[src/rtl/dpod_pkg.sv]
`default_nettype none

package dpod_pkg;

    // Request: two date periods, each a start and an end date
    typedef struct packed {
        logic [4:0]  first_start_day;
        logic [3:0]  first_start_month;
        logic [13:0] first_start_year;
        logic [4:0]  first_end_day;
        logic [3:0]  first_end_month;
        logic [13:0] first_end_year;
        logic [4:0]  second_start_day;
        logic [3:0]  second_start_month;
        logic [13:0] second_start_year;
        logic [4:0]  second_end_day;
        logic [3:0]  second_end_month;
        logic [13:0] second_end_year;
    } req_t;

    // Result: overlap count and bad-date flag
    typedef struct packed {
        logic [21:0] overlap_days;
        logic        invalid_date;
    } rsp_t;

    // Per-stage load enables, stage 1 nearest the request side
    typedef struct packed {
        logic s1;
        logic s2;
        logic s3;
        logic s4;
        logic s5;
    } pipe_en_t;

    localparam int NUM_DATES = 4;

    // Day-number arithmetic widths
    localparam int YY_W  = 15;   // shifted year, up to 16383 + 400
    localparam int DN_W  = 23;   // day number
    localparam int CNT_W = 22;   // result count

    localparam logic [YY_W-1:0]  YEAR_OFFSET   = 15'd400;
    localparam logic [12:0]      DIV100_MUL    = 13'd5243;  // ceil(2^19 / 100)
    localparam int               DIV100_SHIFT  = 19;
    localparam logic [8:0]       DAYS_PER_YEAR = 9'd365;
    localparam logic [CNT_W-1:0] COUNT_MAX     = 22'd4194303;

    localparam logic [3:0] MONTH_FEB = 4'd2;
    localparam logic [3:0] MONTH_DEC = 4'd12;

    // Days in a month of a common year; zero for a month code that is no month
    function automatic logic [4:0] month_len(input logic [3:0] m);
        logic [4:0] r;
        case (m)
            4'd1:    r = 5'd31;
            4'd2:    r = 5'd28;
            4'd3:    r = 5'd31;
            4'd4:    r = 5'd30;
            4'd5:    r = 5'd31;
            4'd6:    r = 5'd30;
            4'd7:    r = 5'd31;
            4'd8:    r = 5'd31;
            4'd9:    r = 5'd30;
            4'd10:   r = 5'd31;
            4'd11:   r = 5'd30;
            4'd12:   r = 5'd31;
            default: r = 5'd0;
        endcase
        return r;
    endfunction

    // Days before the month's first day, counting the year from March
    function automatic logic [8:0] month_start(input logic [3:0] m);
        logic [8:0] r;
        case (m)
            4'd3:    r = 9'd0;
            4'd4:    r = 9'd31;
            4'd5:    r = 9'd61;
            4'd6:    r = 9'd92;
            4'd7:    r = 9'd122;
            4'd8:    r = 9'd153;
            4'd9:    r = 9'd184;
            4'd10:   r = 9'd214;
            4'd11:   r = 9'd245;
            4'd12:   r = 9'd275;
            4'd1:    r = 9'd306;
            4'd2:    r = 9'd337;
            default: r = 9'd0;
        endcase
        return r;
    endfunction

endpackage

`default_nettype wire

[src/rtl/dpod_date_conv.sv]
`default_nettype none

module dpod_date_conv
    import dpod_pkg::*;
(
    input  wire logic            clk,
    input  wire pipe_en_t        en,
    input  wire logic [4:0]      day,
    input  wire logic [3:0]      month,
    input  wire logic [13:0]     year,
    output logic      [DN_W-1:0] day_num,
    output logic                 date_ok
);

    // Stage 1: shifted year, reciprocal products for the /100 terms
    logic [YY_W-1:0] yy_a;
    logic [27:0]     prod_yy_a;
    logic [25:0]     prod_yy4_a;
    logic [26:0]     prod_y_a;

    always_comb
    begin
        yy_a       = YY_W'(year) + YEAR_OFFSET
                     - ((month <= MONTH_FEB) ? YY_W'(1) : YY_W'(0));
        prod_yy_a  = 28'(yy_a) * 28'(DIV100_MUL);
        prod_yy4_a = 26'(yy_a[YY_W-1:2]) * 26'(DIV100_MUL);
        prod_y_a   = 27'(year) * 27'(DIV100_MUL);
    end

    logic [YY_W-1:0] yy_reg;
    logic [27:0]     prod_yy_reg;
    logic [25:0]     prod_yy4_reg;
    logic [26:0]     prod_y_reg;
    logic [13:0]     year_reg;
    logic [4:0]      day_reg;
    logic [3:0]      month_reg;
    logic [8:0]      mstart_reg;

    always_ff @(posedge clk)
    begin
        if (en.s1)
        begin
            yy_reg       <= yy_a;
            prod_yy_reg  <= prod_yy_a;
            prod_yy4_reg <= prod_yy4_a;
            prod_y_reg   <= prod_y_a;
            year_reg     <= year;
            day_reg      <= day;
            month_reg    <= month;
            mstart_reg   <= month_start(month);
        end
    end

    // Stage 2: year part of the day number, leap rule, date check
    logic [8:0]      q100_b;
    logic [6:0]      q400_b;
    logic [7:0]      yq_b;
    logic [DN_W-1:0] ypart_b;
    logic [9:0]      mpart_b;
    logic            y100_b;
    logic            leap_b;
    logic [4:0]      lim_b;
    logic            ok_b;

    always_comb
    begin
        q100_b  = prod_yy_reg[27:DIV100_SHIFT];
        q400_b  = prod_yy4_reg[25:DIV100_SHIFT];
        yq_b    = prod_y_reg[26:DIV100_SHIFT];
        ypart_b = DN_W'(yy_reg) * DN_W'(DAYS_PER_YEAR)
                  + DN_W'(yy_reg[YY_W-1:2]) + DN_W'(q400_b);
        mpart_b = 10'(mstart_reg) + 10'(day_reg);
        // divisible by 100 when the quotient times 100 gives the year back
        y100_b  = (15'(year_reg) == 15'(yq_b) * 15'd100);
        leap_b  = ((year_reg[1:0] == 2'b00) && !y100_b)
                  || (y100_b && (yq_b[1:0] == 2'b00));
        if (month_reg == MONTH_FEB)
            lim_b = leap_b ? 5'd29 : 5'd28;
        else
            lim_b = month_len(month_reg);
        ok_b    = (month_reg != 4'd0) && (month_reg <= MONTH_DEC)
                  && (day_reg != 5'd0) && (day_reg <= lim_b);
    end

    logic [DN_W-1:0] ypart_reg;
    logic [9:0]      mpart_reg;
    logic [8:0]      q100_reg;
    logic            ok2_reg;

    always_ff @(posedge clk)
    begin
        if (en.s2)
        begin
            ypart_reg <= ypart_b;
            mpart_reg <= mpart_b;
            q100_reg  <= q100_b;
            ok2_reg   <= ok_b;
        end
    end

    // Stage 3: final day number
    logic [DN_W-1:0] dn_reg;
    logic            ok3_reg;

    always_ff @(posedge clk)
    begin
        if (en.s3)
        begin
            dn_reg  <= ypart_reg + DN_W'(mpart_reg) - DN_W'(q100_reg) - DN_W'(1);
            ok3_reg <= ok2_reg;
        end
    end

    assign day_num = dn_reg;
    assign date_ok = ok3_reg;

endmodule

`default_nettype wire

[src/rtl/dpod_overlap.sv]
`default_nettype none

module dpod_overlap
    import dpod_pkg::*;
(
    input  wire logic      clk,
    input  wire pipe_en_t  en,
    input  wire logic [DN_W-1:0] dn0,
    input  wire logic [DN_W-1:0] dn1,
    input  wire logic [DN_W-1:0] dn2,
    input  wire logic [DN_W-1:0] dn3,
    input  wire logic [NUM_DATES-1:0] ok,
    output rsp_t           rsp
);

    // Stage 4: later start, earlier end, direction checks
    logic [DN_W-1:0] lo_reg;
    logic [DN_W-1:0] hi_reg;
    logic            fwd_reg;
    logic            bad_reg;

    always_ff @(posedge clk)
    begin
        if (en.s4)
        begin
            lo_reg  <= (dn0 > dn2) ? dn0 : dn2;
            hi_reg  <= (dn1 < dn3) ? dn1 : dn3;
            fwd_reg <= (dn0 <= dn1) && (dn2 <= dn3);
            bad_reg <= !(&ok);
        end
    end

    // Stage 5: inclusive span, saturated
    logic [DN_W-1:0]  span_e;
    logic [CNT_W-1:0] cnt_e;

    always_comb
    begin
        span_e = hi_reg - lo_reg + DN_W'(1);
        if (bad_reg || !fwd_reg || (lo_reg > hi_reg))
            cnt_e = '0;
        else if (span_e > DN_W'(COUNT_MAX))
            cnt_e = COUNT_MAX;
        else
            cnt_e = span_e[CNT_W-1:0];
    end

    rsp_t rsp_reg;

    always_ff @(posedge clk)
    begin
        if (en.s5)
        begin
            rsp_reg.overlap_days <= cnt_e;
            rsp_reg.invalid_date <= bad_reg;
        end
    end

    assign rsp = rsp_reg;

endmodule

`default_nettype wire

[src/rtl/date_period_overlap_days_top.sv]
// Date period overlap day counter.
// Request channel (req_valid / req_ready / req) carries two date periods,
// each a start and an end date; the response channel (rsp_valid /
// rsp_ready / rsp) returns the number of calendar days common to both
// periods, ends included, and a flag set when any date is not a real
// Gregorian date (the count is then zero).
// Pipeline: five register stages, the last of them the response register that
// drives rsp_valid. Throughput: one request per cycle while the receiver
// does not stall; each date goes through three stages (year products, year
// and month terms, day number), then two stages form the overlap and the
// saturated count.
// Each stage holds a valid bit and loads when it is empty or its
// successor loads, so a stalled receiver fills the pipeline bubbles first
// and only then drops req_ready; nothing is lost or repeated.
// Reset clears every valid bit: the block comes out of reset empty and
// ready to take a request.
`default_nettype none

module date_period_overlap_days_top
    import dpod_pkg::*;
(
    input  wire logic clk,
    input  wire logic rst_n,
    input  wire logic req_valid,
    output logic      req_ready,
    input  wire req_t req,
    output logic      rsp_valid,
    input  wire logic rsp_ready,
    output rsp_t      rsp
);

    // Valid bits per stage
    logic [5:1] vld_reg;
    logic [5:1] vld_next;
    pipe_en_t   en;

    // Ready chain from the output register backwards
    always_comb
    begin
        en.s5 = !vld_reg[5] || rsp_ready;
        en.s4 = !vld_reg[4] || en.s5;
        en.s3 = !vld_reg[3] || en.s4;
        en.s2 = !vld_reg[2] || en.s3;
        en.s1 = !vld_reg[1] || en.s2;
    end

    always_comb
    begin
        vld_next    = vld_reg;
        if (en.s1) vld_next[1] = req_valid;
        if (en.s2) vld_next[2] = vld_reg[1];
        if (en.s3) vld_next[3] = vld_reg[2];
        if (en.s4) vld_next[4] = vld_reg[3];
        if (en.s5) vld_next[5] = vld_reg[4];
    end

    always_ff @(posedge clk or negedge rst_n)
    begin
        if (!rst_n)
            vld_reg <= '0;
        else
            vld_reg <= vld_next;
    end

    assign req_ready = en.s1;
    assign rsp_valid = vld_reg[5];

    // Date fields in period order
    logic [4:0]      day_a   [NUM_DATES];
    logic [3:0]      month_a [NUM_DATES];
    logic [13:0]     year_a  [NUM_DATES];
    logic [DN_W-1:0] dn      [NUM_DATES];
    logic [NUM_DATES-1:0] ok;

    always_comb
    begin
        day_a[0]   = req.first_start_day;
        month_a[0] = req.first_start_month;
        year_a[0]  = req.first_start_year;
        day_a[1]   = req.first_end_day;
        month_a[1] = req.first_end_month;
        year_a[1]  = req.first_end_year;
        day_a[2]   = req.second_start_day;
        month_a[2] = req.second_start_month;
        year_a[2]  = req.second_start_year;
        day_a[3]   = req.second_end_day;
        month_a[3] = req.second_end_month;
        year_a[3]  = req.second_end_year;
    end

    // One day-number pipeline per date
    for (genvar g = 0; g < NUM_DATES; g++)
    begin : g_conv
        dpod_date_conv u_conv
        (
            .clk     (clk),
            .en      (en),
            .day     (day_a[g]),
            .month   (month_a[g]),
            .year    (year_a[g]),
            .day_num (dn[g]),
            .date_ok (ok[g])
        );
    end

    dpod_overlap u_overlap
    (
        .clk (clk),
        .en  (en),
        .dn0 (dn[0]),
        .dn1 (dn[1]),
        .dn2 (dn[2]),
        .dn3 (dn[3]),
        .ok  (ok),
        .rsp (rsp)
    );

endmodule

`default_nettype wire
[config.mk]
export PLATFORM = sky130hd
export DESIGN_NAME = date_period_overlap_days_top
export DESIGN_NICKNAME = d
export VERILOG_FILES = /design/src/rtl/dpod_pkg.sv /design/src/rtl/dpod_date_conv.sv /design/src/rtl/dpod_overlap.sv /design/src/rtl/date_period_overlap_days_top.sv
export SDC_FILE = /design/constraint.sdc
export NUM_CORES = 2
export LEC_CHECK = 0
export BUFFER_PORTS_ARGS = -buffer_cell sky130_fd_sc_hd__buf_4
export CELL_PAD_IN_SITES_DETAIL_PLACEMENT = 1
export CELL_PAD_IN_SITES_GLOBAL_PLACEMENT = 1
export CORE_MARGIN = 1.5
export CORE_UTILIZATION = 45
export CTS_BUF_LIST = sky130_fd_sc_hd__clkbuf_4 sky130_fd_sc_hd__clkbuf_8
export DETAILED_ROUTE_END_ITERATION = 10
export PLACE_DENSITY_LB_ADDON = 0.08
export SLEW_MARGIN = 10
export SYNTH_ARGS = -nofsm -noshare
export SYNTH_HDL_FRONTEND = slang
export SYNTH_HIERARCHICAL = 1
export SYNTH_SLANG_ARGS = --single-unit
export TNS_END_PERCENT = 5
[constraint.sdc]
create_clock -name clk -period 16.2 [get_ports clk]
set_input_delay 3.24 -clock clk [delete_from_list [all_inputs] [get_ports clk]]
set_output_delay 3.24 -clock clk [all_outputs]
set_load 0.01 [all_outputs]
==> impl_metrics.json <==
{
  "drt_iter0_drc": 1926,
  "critical_path.most_common_cell": "inv_1",
  "grt.total_usage": 0.223,
  "slew_violations": 0,
  "clkTransAtPathRegs_ns": 0.06,
  "ctsHoldBuffers": 0,
  "cts_setup_buffers": 0,
  "start_util": 0.452,
  "worstPathRequired_ns": 16.79,
  "drive_above_1_share": 0.0539,
  "drc": 0,
  "final_common_cell": "inv_1",
  "relSlewSlack": 0.242,
  "io_pins": 121,
  "fin_crit_ns": 10.88,
  "num-fill-cells": 20000,
  "cts_root_buf": "clkbuf_8",
  "routed_wl_mm": 201,
  "fin_nets": 10700,
  "synthArstFlopShare": 0.00781,
  "hold_class": "register to register",
  "areaGrowthSynthToFinish_pct": 8.46,
  "ys_seq_area_frac": 0.231,
  "yosys_register_bits": 640,
  "coreArea_um2": 183000,
  "grt_pass1_wl_mm": 329,
  "multiInputGateArea_um2": 55900,
  "synth_edf_count": 623,
  "finalCritPeriodShare": 0.672,
  "cts-htree-levels": 4,
  "cp_max_fo": 6,
  "ys.flop_type": "edfxtp_1",
  "final_cell_mix": "inv_1 (2020), ha_1 (1705), fa_1 (908), edfxtp_1 (623), xnor2_1 (306)",
  "clockBufferDepth": 3,
  "slowest_delay_ns": 0.88,
  "syn_avg_cell_area_um2": 10.7,
  "vias_per_cell": 5.14,
  "clock_latency_ns": 0.86,
  "clkSinkCount": 640,
  "grt_pass1_vias": 61000,
  "regArea_um2": 19100,
  "yosysUniqueCellTypes": 101,
  "cts_resized": 0,
  "hpwl_mm": 171,
  "cpMaxStageDelayCell": "a221oi_1",
  "port_buffers": 120,
  "crit_arrival_ns": 11.48,
  "setup_viol": 0,
  "grt_max_degree": 104,
  "gr-max-usage-layer": "met2",
  "rows": 157,
  "vias": 54400,
  "hold_violations": 0,
  "tightest_slew_ns": 1.13,
  "rsz0062_at_grt": "false",
  "fin_skew_ns": 0.0539,
  "synthCells": 7758,
  "syn-num-nets": 10500,
  "status": "finished clean",
  "yosysWarnings": 6,
  "grt.met3_usage": 0.0245,
  "maxCapViolations": 0,
  "final_core_util": 0.491,
  "max_freq_mhz": 91.9,
  "die_h_um": 432,
  "worstSetupPathType": "primary input to register",
  "die_w_um": 432,
  "wire_per_inst_um": 19.0,
  "drtPass1Iterations": 7,
  "setup_tns_ns": 0,
  "cts_tree": "yes",
  "dieArea_um2": 186000,
  "cts_buffers": 132,
  "gp_congestion": 0.854,
  "antenna_left": 0,
  "gr-usage-met1": 0.312,
  "grtUsageMet2": 0.375,
  "netlist_area_um2": 82700,
  "grt_overflow": 0,
  "antenna_found_initial": 3,
  "cp-end-kind": "register",
  "critical_path.startpoint_type": "primary input"
}
[worst paths after layout]
path                                                            start  slack (ns)                                    endpoint  depth (start not counted)
max reg2reg                      g_conv[1].u_conv/yy_reg[1]$_DFFE_PP_       10.42    g_conv[1].u_conv/ypart_reg[21]$_DFFE_PP_                         16
max in group asynchronous                                       rst_n       13.90                      vld_reg[1]$_DFFE_PN0P_                          1
min reg2reg                g_conv[2].u_conv/prod_yy_reg[25]$_DFFE_PP_        0.38      g_conv[2].u_conv/q100_reg[6]$_DFFE_PP_                          0
min                        g_conv[2].u_conv/prod_yy_reg[25]$_DFFE_PP_        0.38      g_conv[2].u_conv/q100_reg[6]$_DFFE_PP_                          0
min in group asynchronous                                       rst_n        2.18                      vld_reg[5]$_DFFE_PN0P_                          1
max                                                           req[60]        5.32  g_conv[1].u_conv/prod_yy_reg[26]$_DFFE_PP_                         33
[final cells by class]
| class | count | share of cell area |
|---|---|---|
| Antenna cell | 4 | 0.000112 |
| Clock buffer | 161 | 0.0232 |
| Clock inverter | 78 | 0.00887 |
| Inverter | 2022 | 0.0846 |
| Multi-Input combinational cell | 5057 | 0.624 |
| Sequential cell | 640 | 0.213 |
| Tap cell | 2464 | 0.0344 |
| Timing Repair Buffer | 150 | 0.0127 |
[synth_stat cells, drive strengths merged (64+ instances only)]
| cell | instances | area, um2 |
|---|---|---|
| fa | 908 | 18200 |
| a21o | 189 | 1420 |
| o21a | 85 | 638 |
| edfxtp | 623 | 18700 |
| nor3 | 65 | 325 |
| nand3 | 73 | 365 |
| nand2b | 64 | 400 |
| o21ai | 197 | 990 |
| ha | 1705 | 21300 |
| a21oi | 278 | 1400 |
| xor2 | 127 | 1120 |
| nand2 | 162 | 608 |
| xnor2 | 312 | 2750 |
| nor2 | 192 | 721 |
| inv | 2022 | 7590 |
[stage by stage]
| stage | hold WS (ns) | std cells | cell area, um2 | setup WS [ns] |
|---|---|---|---|---|
| after global placement | 0.403 | 10300 | 86800 | 4.49 |
| after floorplan | 0.400 | 7758 | 82700 | 2.76 |
| after CTS | 0.379 | 10600 | 89700 | 5.39 |
| after detailed placement | 0.406 | 10300 | 86800 | 4.45 |
| after global routing | 0.392 | 10600 | 89700 | 4.82 |
| final | 0.384 | 10600 | 89700 | 5.32 |
[per-layer routing]
metal / routed length, um / part of all wire
met4: 3040 / 0.015
met5: 0 / 0
met2: 95300 / 0.48
met3: 5090 / 0.025
met1: 97200 / 0.48
[kinds of logic after synthesis]
family,Yosys count,share of synthesized area
buf+inv,2061,0.0940
fa+ha+maj,2613,0.478
mux,74,0.0105
simple gates,832,0.0517
compound gates,1099,0.0887
xor+xnor,439,0.0468
flops,640,0.231
[worst max-delay path: cells and delay by family]
| family | cells | cell delay [ns] |
|---|---|---|
| AOI/OAI and AO/OA | 10 | 3.69 |
| adders and majority gates | 10 | 3.41 |
| buffers and inverters | 7 | 0.57 |
| and+or+nand+nor | 5 | 0.48 |
| xor gates and xnor gates | 1 | 0.09 |
Power is not shown: default switching activity piles up to over one toggle a cycle in this logic, so the estimate is an artifact.
